## src/hw/rtl/hsv_to_rgb_pixel_unit_macros.svh

```systemverilog
// ----------------------------------------------------------------------------
// hsv_to_rgb_pixel_unit_macros.svh
// Assertion macros shared by the HSV to RGB pixel unit RTL.
// The macros expect signals named clk and rst_n in the enclosing module.
// ----------------------------------------------------------------------------
`ifndef HSV_TO_RGB_PIXEL_UNIT_MACROS_SVH
`define HSV_TO_RGB_PIXEL_UNIT_MACROS_SVH

// Check that prop holds in the same cycle whenever cond holds
`define HSV_ASSERT_IMPLY(label, cond, prop, msg) \
    label: assert property (@(posedge clk) disable iff (!rst_n) (cond) |-> (prop)) \
        else $error(msg);

// Check that prop holds in the cycle after cond holds
`define HSV_ASSERT_NEXT(label, cond, prop, msg) \
    label: assert property (@(posedge clk) disable iff (!rst_n) (cond) |=> (prop)) \
        else $error(msg);

`endif

```

## src/hw/rtl/hsvrgb_pkg.sv

```systemverilog
// ----------------------------------------------------------------------------
// hsvrgb_pkg
// Widths, fixed-point constants and hue sector codes for the HSV to RGB unit.
// ----------------------------------------------------------------------------
`default_nettype none

package hsvrgb_pkg;

    // Fractional bits of all intermediate fractions
    localparam int FRAC_BITS = 16;

    // Field widths
    localparam int HUE_W  = 13;
    localparam int PCT_W  = 15;
    localparam int CHAN_W = 8;
    localparam int HM_W   = 11;   // hue modulo 120 degrees, below 1920

    // Stream data widths, padded to whole bytes
    localparam int IN_FIELDS_W  = HUE_W + 2 * PCT_W;
    localparam int IN_TDATA_W   = ((IN_FIELDS_W + 7) / 8) * 8;
    localparam int OUT_FIELDS_W = 3 * CHAN_W;
    localparam int OUT_TDATA_W  = ((OUT_FIELDS_W + 7) / 8) * 8;

    // Scale constants
    localparam int FULL_PERCENT = 25600;
    localparam int SIXTY_DEG    = 960;
    localparam int HUE_PERIOD   = 2 * SIXTY_DEG;
    localparam int CHAN_MAX     = 255;

    // Unsigned fraction with one integer bit, holds 0.0 up to 1.0 and more
    typedef logic [FRAC_BITS:0] frac_t;
    localparam frac_t FRAC_ONE = frac_t'(64'd1 << FRAC_BITS);

    // Percent to fraction: floor(x * 2^F / 25600) via floor reciprocal
    localparam int PCT_K        = PCT_W + FRAC_BITS;
    localparam int PCT_SHIFT    = PCT_K - FRAC_BITS;
    localparam int PCT_RECIP_W  = FRAC_BITS + 1;
    localparam logic [PCT_RECIP_W-1:0] PCT_RECIP =
        PCT_RECIP_W'((64'd1 << PCT_K) / FULL_PERCENT);
    localparam int PCT_PROD_W   = PCT_W + PCT_RECIP_W;
    localparam int PCT_CHK_W    = PCT_W + FRAC_BITS + 1;

    // Hue position: floor(hm * 2^F / 960) via floor reciprocal
    localparam int HUE_K        = HM_W + FRAC_BITS;
    localparam int HUE_SHIFT    = HUE_K - FRAC_BITS;
    localparam int HUE_RECIP_W  = FRAC_BITS + 2;
    localparam logic [HUE_RECIP_W-1:0] HUE_RECIP =
        HUE_RECIP_W'((64'd1 << HUE_K) / SIXTY_DEG);
    localparam int HUE_PROD_W   = HM_W + HUE_RECIP_W;
    localparam int HUE_CHK_W    = HM_W + FRAC_BITS + 1;

    // Hue sectors of 60 degrees; everything from 300 degrees up is the last
    typedef enum logic [2:0] {
        SECT_RY = 3'd0,
        SECT_YG = 3'd1,
        SECT_GC = 3'd2,
        SECT_CB = 3'd3,
        SECT_BM = 3'd4,
        SECT_MR = 3'd5
    } sector_t;

endpackage

`default_nettype wire

```

## src/hw/rtl/hsv_to_rgb_pixel_unit.sv

```systemverilog
// ----------------------------------------------------------------------------
// hsv_to_rgb_pixel_unit
// Stream HSV to 8-bit RGB, six-stage pipeline, one item per unstalled cycle.
// ----------------------------------------------------------------------------
// The unit takes one HSV item per clock unless stalled and returns one RGB
// item for each, in order. The result is presented from the last stage's
// output register and taken when the output does not stall. Throughput is
// one item per cycle while nothing stalls; the six register stages are clamp
// and hue reduction, reciprocal multiply, quotient correction, chroma
// multiply, X multiply, and channel scaling into the output register. Each
// stage holds only while the stage after it is full and stalled, so empty
// stages keep taking items while a result waits at the output. Hue is in
// 1/16 degree; any hue from 300 degrees up uses the magenta-to-red sector.
// Saturation and value above 100 percent are held to 100 percent. There is
// no stored state beyond the pipeline.
`default_nettype none

`include "hsv_to_rgb_pixel_unit_macros.svh"

module hsv_to_rgb_pixel_unit (
    input  logic                                 clk,
    input  logic                                 rst_n,
    // Input items
    input  logic                                 s_axis_tvalid,
    output logic                                 s_axis_tready,
    // tdata: hue[12:0], saturation[27:13], brightness[42:28], zero pad
    input  logic [hsvrgb_pkg::IN_TDATA_W-1:0]    s_axis_tdata,
    // Result items
    output logic                                 m_axis_tvalid,
    input  logic                                 m_axis_tready,
    // tdata: red[7:0], green[15:8], blue[23:16]
    output logic [hsvrgb_pkg::OUT_TDATA_W-1:0]   m_axis_tdata
);
    import hsvrgb_pkg::*;

    localparam int NSTAGES = 6;
    localparam int LAST    = NSTAGES - 1;

    // Stage control
    logic [NSTAGES-1:0] vld_reg;
    logic [NSTAGES-1:0] vld_next;
    logic [NSTAGES-1:0] en;

    // Stage 1: clamped inputs, hue mod 120 degrees, sector
    logic [HUE_W-1:0] hue_in;
    logic [PCT_W-1:0] sat_in;
    logic [PCT_W-1:0] bri_in;
    logic [PCT_W-1:0] sat1_next, sat1_reg;
    logic [PCT_W-1:0] bri1_next, bri1_reg;
    logic [HM_W-1:0]  hm1_next, hm1_reg;
    sector_t          sect1_next, sect1_reg;

    // Stage 2: estimated quotients
    logic [PCT_PROD_W-1:0] s_prod, v_prod;
    logic [HUE_PROD_W-1:0] t_prod;
    frac_t            sq2_next, sq2_reg;
    frac_t            vq2_next, vq2_reg;
    frac_t            tq2_next, tq2_reg;
    logic [PCT_W-1:0] sat2_reg, bri2_reg;
    logic [HM_W-1:0]  hm2_reg;
    sector_t          sect2_reg;

    // Stage 3: corrected fractions
    logic [PCT_CHK_W-1:0] s_num, s_bound, v_num, v_bound;
    logic [HUE_CHK_W-1:0] t_num, t_bound;
    frac_t   s3_next, s3_reg;
    frac_t   v3_next, v3_reg;
    frac_t   t3_next, t3_reg;
    sector_t sect3_reg;

    // Stage 4: chroma and the hue ramp
    logic [2*FRAC_BITS+1:0] sv_prod;
    frac_t   hue_dist;
    frac_t   c4_next, c4_reg;
    frac_t   omd4_next, omd4_reg;
    frac_t   v4_reg;
    sector_t sect4_reg;

    // Stage 5: X and offset
    logic [2*FRAC_BITS+1:0] cx_prod;
    frac_t   x5_next, x5_reg;
    frac_t   m5_next, m5_reg;
    frac_t   c5_reg;
    sector_t sect5_reg;

    // Stage 6: output channels
    frac_t             r_comp, g_comp, b_comp;
    logic [CHAN_W-1:0] red_next, green_next, blue_next;
    logic [CHAN_W-1:0] red_reg, green_reg, blue_reg;

    // Advance a stage when it is empty or the next one advances
    always_comb
    begin
        en[LAST] = !vld_reg[LAST] || m_axis_tready;
        for (int k = LAST - 1; k >= 0; k--)
        begin
            en[k] = !vld_reg[k] || en[k+1];
        end
    end

    always_comb
    begin
        vld_next = vld_reg;
        if (en[0])
        begin
            vld_next[0] = s_axis_tvalid;
        end
        for (int k = 1; k < NSTAGES; k++)
        begin
            if (en[k])
            begin
                vld_next[k] = vld_reg[k-1];
            end
        end
    end

    always_ff @(posedge clk or negedge rst_n)
    begin
        if (!rst_n)
        begin
            vld_reg <= '0;
        end
        else
        begin
            vld_reg <= vld_next;
        end
    end

    assign s_axis_tready = en[0];
    assign m_axis_tvalid = vld_reg[LAST];

    // ---- Stage 1 ----
    assign hue_in = s_axis_tdata[HUE_W-1:0];
    assign sat_in = s_axis_tdata[HUE_W +: PCT_W];
    assign bri_in = s_axis_tdata[HUE_W+PCT_W +: PCT_W];

    // Hold percent values to 100 percent
    assign sat1_next = (sat_in > PCT_W'(FULL_PERCENT)) ? PCT_W'(FULL_PERCENT) : sat_in;
    assign bri1_next = (bri_in > PCT_W'(FULL_PERCENT)) ? PCT_W'(FULL_PERCENT) : bri_in;

    // Reduce hue modulo 120 degrees
    always_comb
    begin
        if (hue_in >= HUE_W'(4 * HUE_PERIOD))
        begin
            hm1_next = HM_W'(hue_in - HUE_W'(4 * HUE_PERIOD));
        end
        else if (hue_in >= HUE_W'(3 * HUE_PERIOD))
        begin
            hm1_next = HM_W'(hue_in - HUE_W'(3 * HUE_PERIOD));
        end
        else if (hue_in >= HUE_W'(2 * HUE_PERIOD))
        begin
            hm1_next = HM_W'(hue_in - HUE_W'(2 * HUE_PERIOD));
        end
        else if (hue_in >= HUE_W'(HUE_PERIOD))
        begin
            hm1_next = HM_W'(hue_in - HUE_W'(HUE_PERIOD));
        end
        else
        begin
            hm1_next = HM_W'(hue_in);
        end
    end

    // Pick the sector; hues from 300 degrees up share the last one
    always_comb
    begin
        if (hue_in < HUE_W'(SIXTY_DEG))
        begin
            sect1_next = SECT_RY;
        end
        else if (hue_in < HUE_W'(2 * SIXTY_DEG))
        begin
            sect1_next = SECT_YG;
        end
        else if (hue_in < HUE_W'(3 * SIXTY_DEG))
        begin
            sect1_next = SECT_GC;
        end
        else if (hue_in < HUE_W'(4 * SIXTY_DEG))
        begin
            sect1_next = SECT_CB;
        end
        else if (hue_in < HUE_W'(5 * SIXTY_DEG))
        begin
            sect1_next = SECT_BM;
        end
        else
        begin
            sect1_next = SECT_MR;
        end
    end

    always_ff @(posedge clk)
    begin
        if (en[0])
        begin
            sat1_reg  <= sat1_next;
            bri1_reg  <= bri1_next;
            hm1_reg   <= hm1_next;
            sect1_reg <= sect1_next;
        end
    end

    // ---- Stage 2 ----
    // Multiply by floor reciprocals; the quotient may be one short
    assign s_prod = PCT_PROD_W'(sat1_reg) * PCT_PROD_W'(PCT_RECIP);
    assign v_prod = PCT_PROD_W'(bri1_reg) * PCT_PROD_W'(PCT_RECIP);
    assign t_prod = HUE_PROD_W'(hm1_reg) * HUE_PROD_W'(HUE_RECIP);

    assign sq2_next = s_prod[PCT_SHIFT +: FRAC_BITS+1];
    assign vq2_next = v_prod[PCT_SHIFT +: FRAC_BITS+1];
    assign tq2_next = t_prod[HUE_SHIFT +: FRAC_BITS+1];

    always_ff @(posedge clk)
    begin
        if (en[1])
        begin
            sq2_reg   <= sq2_next;
            vq2_reg   <= vq2_next;
            tq2_reg   <= tq2_next;
            sat2_reg  <= sat1_reg;
            bri2_reg  <= bri1_reg;
            hm2_reg   <= hm1_reg;
            sect2_reg <= sect1_reg;
        end
    end

    // ---- Stage 3 ----
    // Bump the quotient when the next multiple still fits under the numerator
    assign s_num   = PCT_CHK_W'(sat2_reg) << FRAC_BITS;
    assign v_num   = PCT_CHK_W'(bri2_reg) << FRAC_BITS;
    assign t_num   = HUE_CHK_W'(hm2_reg) << FRAC_BITS;
    assign s_bound = PCT_CHK_W'((PCT_CHK_W'(sq2_reg) + 1'b1) * PCT_CHK_W'(FULL_PERCENT));
    assign v_bound = PCT_CHK_W'((PCT_CHK_W'(vq2_reg) + 1'b1) * PCT_CHK_W'(FULL_PERCENT));
    assign t_bound = HUE_CHK_W'((HUE_CHK_W'(tq2_reg) + 1'b1) * HUE_CHK_W'(SIXTY_DEG));

    assign s3_next = (s_num >= s_bound) ? frac_t'(sq2_reg + 1'b1) : sq2_reg;
    assign v3_next = (v_num >= v_bound) ? frac_t'(vq2_reg + 1'b1) : vq2_reg;
    assign t3_next = (t_num >= t_bound) ? frac_t'(tq2_reg + 1'b1) : tq2_reg;

    always_ff @(posedge clk)
    begin
        if (en[2])
        begin
            s3_reg    <= s3_next;
            v3_reg    <= v3_next;
            t3_reg    <= t3_next;
            sect3_reg <= sect2_reg;
        end
    end

    // ---- Stage 4 ----
    // Chroma is s * v; the ramp is one minus the distance of t from one
    assign sv_prod = (2*FRAC_BITS+2)'(s3_reg) * (2*FRAC_BITS+2)'(v3_reg);
    assign c4_next = sv_prod[2*FRAC_BITS:FRAC_BITS];
    assign hue_dist = (t3_reg >= FRAC_ONE) ? frac_t'(t3_reg - FRAC_ONE)
                                           : frac_t'(FRAC_ONE - t3_reg);
    assign omd4_next = frac_t'(FRAC_ONE - hue_dist);

    always_ff @(posedge clk)
    begin
        if (en[3])
        begin
            c4_reg    <= c4_next;
            omd4_reg  <= omd4_next;
            v4_reg    <= v3_reg;
            sect4_reg <= sect3_reg;
        end
    end

    // ---- Stage 5 ----
    assign cx_prod = (2*FRAC_BITS+2)'(c4_reg) * (2*FRAC_BITS+2)'(omd4_reg);
    assign x5_next = cx_prod[2*FRAC_BITS:FRAC_BITS];
    assign m5_next = (v4_reg >= c4_reg) ? frac_t'(v4_reg - c4_reg) : '0;

    always_ff @(posedge clk)
    begin
        if (en[4])
        begin
            x5_reg    <= x5_next;
            m5_reg    <= m5_next;
            c5_reg    <= c4_reg;
            sect5_reg <= sect4_reg;
        end
    end

    // ---- Stage 6 ----
    // Route chroma and X to the channels by sector
    always_comb
    begin
        unique case (sect5_reg)
            SECT_RY:
            begin
                r_comp = c5_reg; g_comp = x5_reg; b_comp = '0;
            end
            SECT_YG:
            begin
                r_comp = x5_reg; g_comp = c5_reg; b_comp = '0;
            end
            SECT_GC:
            begin
                r_comp = '0; g_comp = c5_reg; b_comp = x5_reg;
            end
            SECT_CB:
            begin
                r_comp = '0; g_comp = x5_reg; b_comp = c5_reg;
            end
            SECT_BM:
            begin
                r_comp = x5_reg; g_comp = '0; b_comp = c5_reg;
            end
            default:
            begin
                r_comp = c5_reg; g_comp = '0; b_comp = x5_reg;
            end
        endcase
    end

    hsvrgb_chan u_chan_red (
        .comp   (r_comp),
        .offset (m5_reg),
        .chan   (red_next)
    );

    hsvrgb_chan u_chan_green (
        .comp   (g_comp),
        .offset (m5_reg),
        .chan   (green_next)
    );

    hsvrgb_chan u_chan_blue (
        .comp   (b_comp),
        .offset (m5_reg),
        .chan   (blue_next)
    );

    always_ff @(posedge clk)
    begin
        if (en[5])
        begin
            red_reg   <= red_next;
            green_reg <= green_next;
            blue_reg  <= blue_next;
        end
    end

    assign m_axis_tdata = OUT_TDATA_W'({blue_reg, green_reg, red_reg});

    // ---- Assertions ----
    `HSV_ASSERT_IMPLY(a_ready_when_out_empty, !vld_reg[LAST], s_axis_tready,
        "input not ready while the output stage is empty")
    `HSV_ASSERT_NEXT(a_accept_fills_stage1, s_axis_tvalid && s_axis_tready, vld_reg[0],
        "accepted item did not enter the first stage")
    `HSV_ASSERT_IMPLY(a_fraction_range, vld_reg[2],
        (s3_reg <= FRAC_ONE) && (v3_reg <= FRAC_ONE),
        "saturation or value fraction above one")
    `HSV_ASSERT_IMPLY(a_chroma_le_value, vld_reg[3], c4_reg <= v4_reg,
        "chroma exceeds value")

endmodule

`default_nettype wire

```

## src/hw/rtl/hsvrgb_chan.sv

```systemverilog
// ----------------------------------------------------------------------------
// hsvrgb_chan
// One output channel: (component + offset) * 255, truncated and held to 255.
// ----------------------------------------------------------------------------
`default_nettype none

module hsvrgb_chan (
    input  hsvrgb_pkg::frac_t                  comp,
    input  hsvrgb_pkg::frac_t                  offset,
    output logic [hsvrgb_pkg::CHAN_W-1:0]      chan
);
    import hsvrgb_pkg::*;

    localparam int SUM_W   = FRAC_BITS + 2;
    localparam int SCALE_W = SUM_W + CHAN_W;
    localparam int TOP_W   = SCALE_W - FRAC_BITS;

    logic [SUM_W-1:0]   sum;
    logic [SCALE_W-1:0] scaled;
    logic [TOP_W-1:0]   top;

    // Add the offset, scale by 255 as a shift and subtract
    assign sum    = SUM_W'(comp) + SUM_W'(offset);
    assign scaled = (SCALE_W'(sum) << CHAN_W) - SCALE_W'(sum);
    assign top    = scaled[SCALE_W-1:FRAC_BITS];

    // Hold to full scale
    assign chan = (top > TOP_W'(CHAN_MAX)) ? CHAN_W'(CHAN_MAX) : top[CHAN_W-1:0];

endmodule

`default_nettype wire
```

## config.mk

```make
export PLATFORM = sky130hd
export DESIGN_NAME = hsv_to_rgb_pixel_unit
export DESIGN_NICKNAME = d
export VERILOG_FILES = /design/src/hw/rtl/hsvrgb_pkg.sv /design/src/hw/rtl/hsv_to_rgb_pixel_unit.sv /design/src/hw/rtl/hsvrgb_chan.sv
export VERILOG_INCLUDE_DIRS = /design/src /design/src/hw/rtl
export SDC_FILE = /design/constraint.sdc
export NUM_CORES = 2
export LEC_CHECK = 0
export BUFFER_PORTS_ARGS = -buffer_cell sky130_fd_sc_hd__buf_2
export CAP_MARGIN = 20
export CORE_ASPECT_RATIO = 1.5
export CORE_MARGIN = 2
export CORE_UTILIZATION = 40
export DETAILED_ROUTE_END_ITERATION = 7
export GPL_TIMING_DRIVEN = 0
export PLACE_DENSITY = 0.68
export SYNTH_ARGS = -nofsm -noshare
export SYNTH_HDL_FRONTEND = slang
export SYNTH_HIERARCHICAL = 1
export SYNTH_SLANG_ARGS = --single-unit
```

## constraint.sdc

```tcl
create_clock -name clk -period 6.7 [get_ports clk]
set_clock_uncertainty 0.2 [all_clocks]
set_input_delay 1.34 -clock clk [delete_from_list [all_inputs] [get_ports clk]]
set_output_delay 1.34 -clock clk [all_outputs]
set_load 0.02 [all_outputs]
```

==> metrics.csv <==
metric,value,unit
cts_buffer_depth,3,
cp_data_arrival_time,6.86,ns
root_buffer,clkbuf_16,
timing.fmax,149,MHz
cpLargestDelayFamily,adder cells,
synthesis.area,0.0529,mm2
setup_viol,1,
hold_violations,0,
dpl.cell_count,7243,
viasPerCell,5.24,
yosysSeqAreaShare,0.187,
path_buf_inv,4,
place_area,0.0555,mm2
initial_utilization,0.403,
setup.worst_path.end_class,flip-flop,
htree_levels,2,
die_w,301,um
cts_buffers,39,
dieArea,0.135,mm2
areaGrowthSynthToFinish,13.7,%
violations,"DRC, setup timing",
hold_depth,0,
core_area,0.131,mm2
fin_crit_sh,1.00,
ys_warn_count,6,
cts_tree,yes,
min_period,6.73,ns
place_hpwl,108000,um
grt_max_degree,66,
grt_overflow,0,
hold_class,flip-flop to flip-flop,
critPathKind,flip-flop to flip-flop,
async_flop_share,0.0181,
finalWorstSetupSlack,-0.0272,ns
ys_types,108,
drv_slew,0,
required,6.84,ns
synth_area_per_cell,9.73,um2
cp_cell_sequence,buf_6 -> and2_1 -> fa_1 -> fa_1 -> fa_1 -> fa_1 -> fa_1 -> inv_1 -> fa_1 -> inv_1 -> ha_4 -> nand2_4 -> a311oi_4 -> a211oi_4 -> buf_12 -> a211oi_4 -> o21ai_2 -> o211a_4 -> o2111ai_4 -> a21oi_2 -> xnor2_1,
antennaDiodeCount,0,
slew_headroom,0.425,
status,"complete, but fails checks",
dr.pass1.iters,8,
grt_usage,0.201,
synth-edff-count,325,
io_pins,78,
start_kind,flip-flop,
grt_pass1_vias,41900,
drtIter0Drc,2157,
crit_slowest_cell,edfxtp_1,
grt_pass1_wl,217000,um
ant_nets,0,
gp_congestion,0.973,
slowest_delay,0.56,ns
io_buffers,70,
drc,4,
wirelength,135000,um
fin_nets,7218,
antenna_found_initial,0,
cts_sinks,331,
synth-seq-cells,331,
synth_cells,5436,
vias,39300,
crit_top_cell,fa_1,
path_max_fanout,8,
fin_area,0.0601,mm2
rows,163,
cp_num_cells,21,
clock_latency,0.62,ns
worstRegToRegCells,21,
wl_per_cell,18.0,um
finalNonFillerCells,7505,
synth_nets,6910,
worst_pin_slew,0.862,ns
die_h,449,um
drive_gt1_frac,0.133,
drv_cap,0,
rsz0062_at_grt,true,
synth_flop_cell,edfxtp_1,
utilization,0.458,
path_clk_slew,0.06,ns
synth_stat cells (7+ instances only):
cell type  count  area (um2)
edfxtp_1     325        9760
nor4_1        16         100
nand2b_1      31         194
or3_1         13        81.3
a21boi_0       9        67.6
o21a_1        36         270
xnor2_1      219        1920
or2_2         14        87.6
a221oi_1       8        70.1
nor3_1        60         300
o21bai_1      13        97.6
inv_1       1047        3930
nand3_1       99         495
or2_1          7        43.8
o211ai_1      23         173
nand4b_1      20         175
o211ai_2      18         225
o211a_1        7        70.1
a2111oi_0      7        61.3
a21o_1        82         616
nor2b_1       55         344
mux2i_1        7        70.1
nor2_1       191         717
ha_1         769        9620
and3_1        71         444
a211oi_1      19         143
a22o_1        53         464
a21oi_1      163         816
or4_1          7        52.6
o31ai_1       12        90.1
a31oi_1       32         200
xor2_1       108         946
fa_1         653       13100
a31o_2         9        78.8
nand4_1       29         181
o2111ai_1     10        87.6
nand2_1      513        1930
o21ai_0       96         480
and2_1       235        1470
clkbuf_1     130         488
kinds of logic after synthesis:
logic type / Yosys count / synth area share
AOI/OAI and AO/OA: 720 / 0.101
xor gates and xnor gates: 336 / 0.0569
adders and majority gates: 1426 / 0.430
buffers and inverters: 1190 / 0.0852
DFF: 331 / 0.187
muxes: 12 / 0.00251
and+or+nand+nor: 1421 / 0.137
metrics by stage:
stage / TNS [ns] / worst slack (ns) / hold slack (ns)
2_1_floorplan: 0 / 0.124 / 0.200
3_3_place_gp: -226.51 / -1.89 / 0.204
3_5_place_dp: -60.71 / -1.48 / 0.213
4_1_cts: -0.572 / -0.191 / 0.229
5_1_grt: -2.85 / -0.200 / 0.245
6_report: -0.0272 / -0.0272 / 0.223
cell usage in the layout, fill, tap and decap left out, types with 27 or more instances in the layout:
master	count
inv_1	1026
ha_1	747
fa_1	642
nand2_1	506
edfxtp_1	325
and2_1	228
xnor2_1	201
buf_4	201
nor2_1	182
a21oi_1	144
nand3_1	89
xor2_1	89
o21ai_0	85
a21o_1	81
buf_2	79
nor3_1	57
and3_1	55
nor2b_1	53
a22o_1	53
clkbuf_1	49
clkbuf_16	40
o21a_1	36
nand2b_1	31
nand4_1	29
clkbuf_2	28
a31oi_1	28
buf_6	27
final timing paths:
check / from / end / slack [ns]
min in group asynchronous: rst_n / vld_reg[1] / 0.40
hold / removal: sect3_reg[2] / sect4_reg[2] / 0.22
setup / recovery: s3_reg[3] / c4_reg[16] / -0.03
max in group asynchronous: rst_n / vld_reg[3] / 5.65
hold reg to reg: sect3_reg[2] / sect4_reg[2] / 0.22
setup reg to reg: s3_reg[3] / c4_reg[16] / -0.03
metal layers:
metal	global-route usage	vias up	wire (um)
li1	-	18500	-
met2	0.380	1055	72400
met1	0.210	19300	47700
met4	0.126	0	10200
met3	0.0199	437	5090
met5	0	-	0
final cells by class:
cell class                 count  area [um2]
clock buffer                  47        1030
tap                         1732        2170
clock inverter                23         248
inverter                    1047        3930
multi-input combinational   3915       39900
fill                       12300       71300
timing repair buffer         292        2240
sequential                   331        9910
buffer                       118         711
what timing repair did:
action | 4_1_cts | 5_1_grt
cloned | 0 | 2
gates resized for setup | 215 | 213
endpoints found under the setup margin | 95 | 82
setup buffers | 130 | 88
pin swaps | 71 | 111
hold buffers | 0 | 0
Power is left out: the tool's default activity adds up to more than one toggle a clock period on the data nets, which glitch-free logic cannot reach.
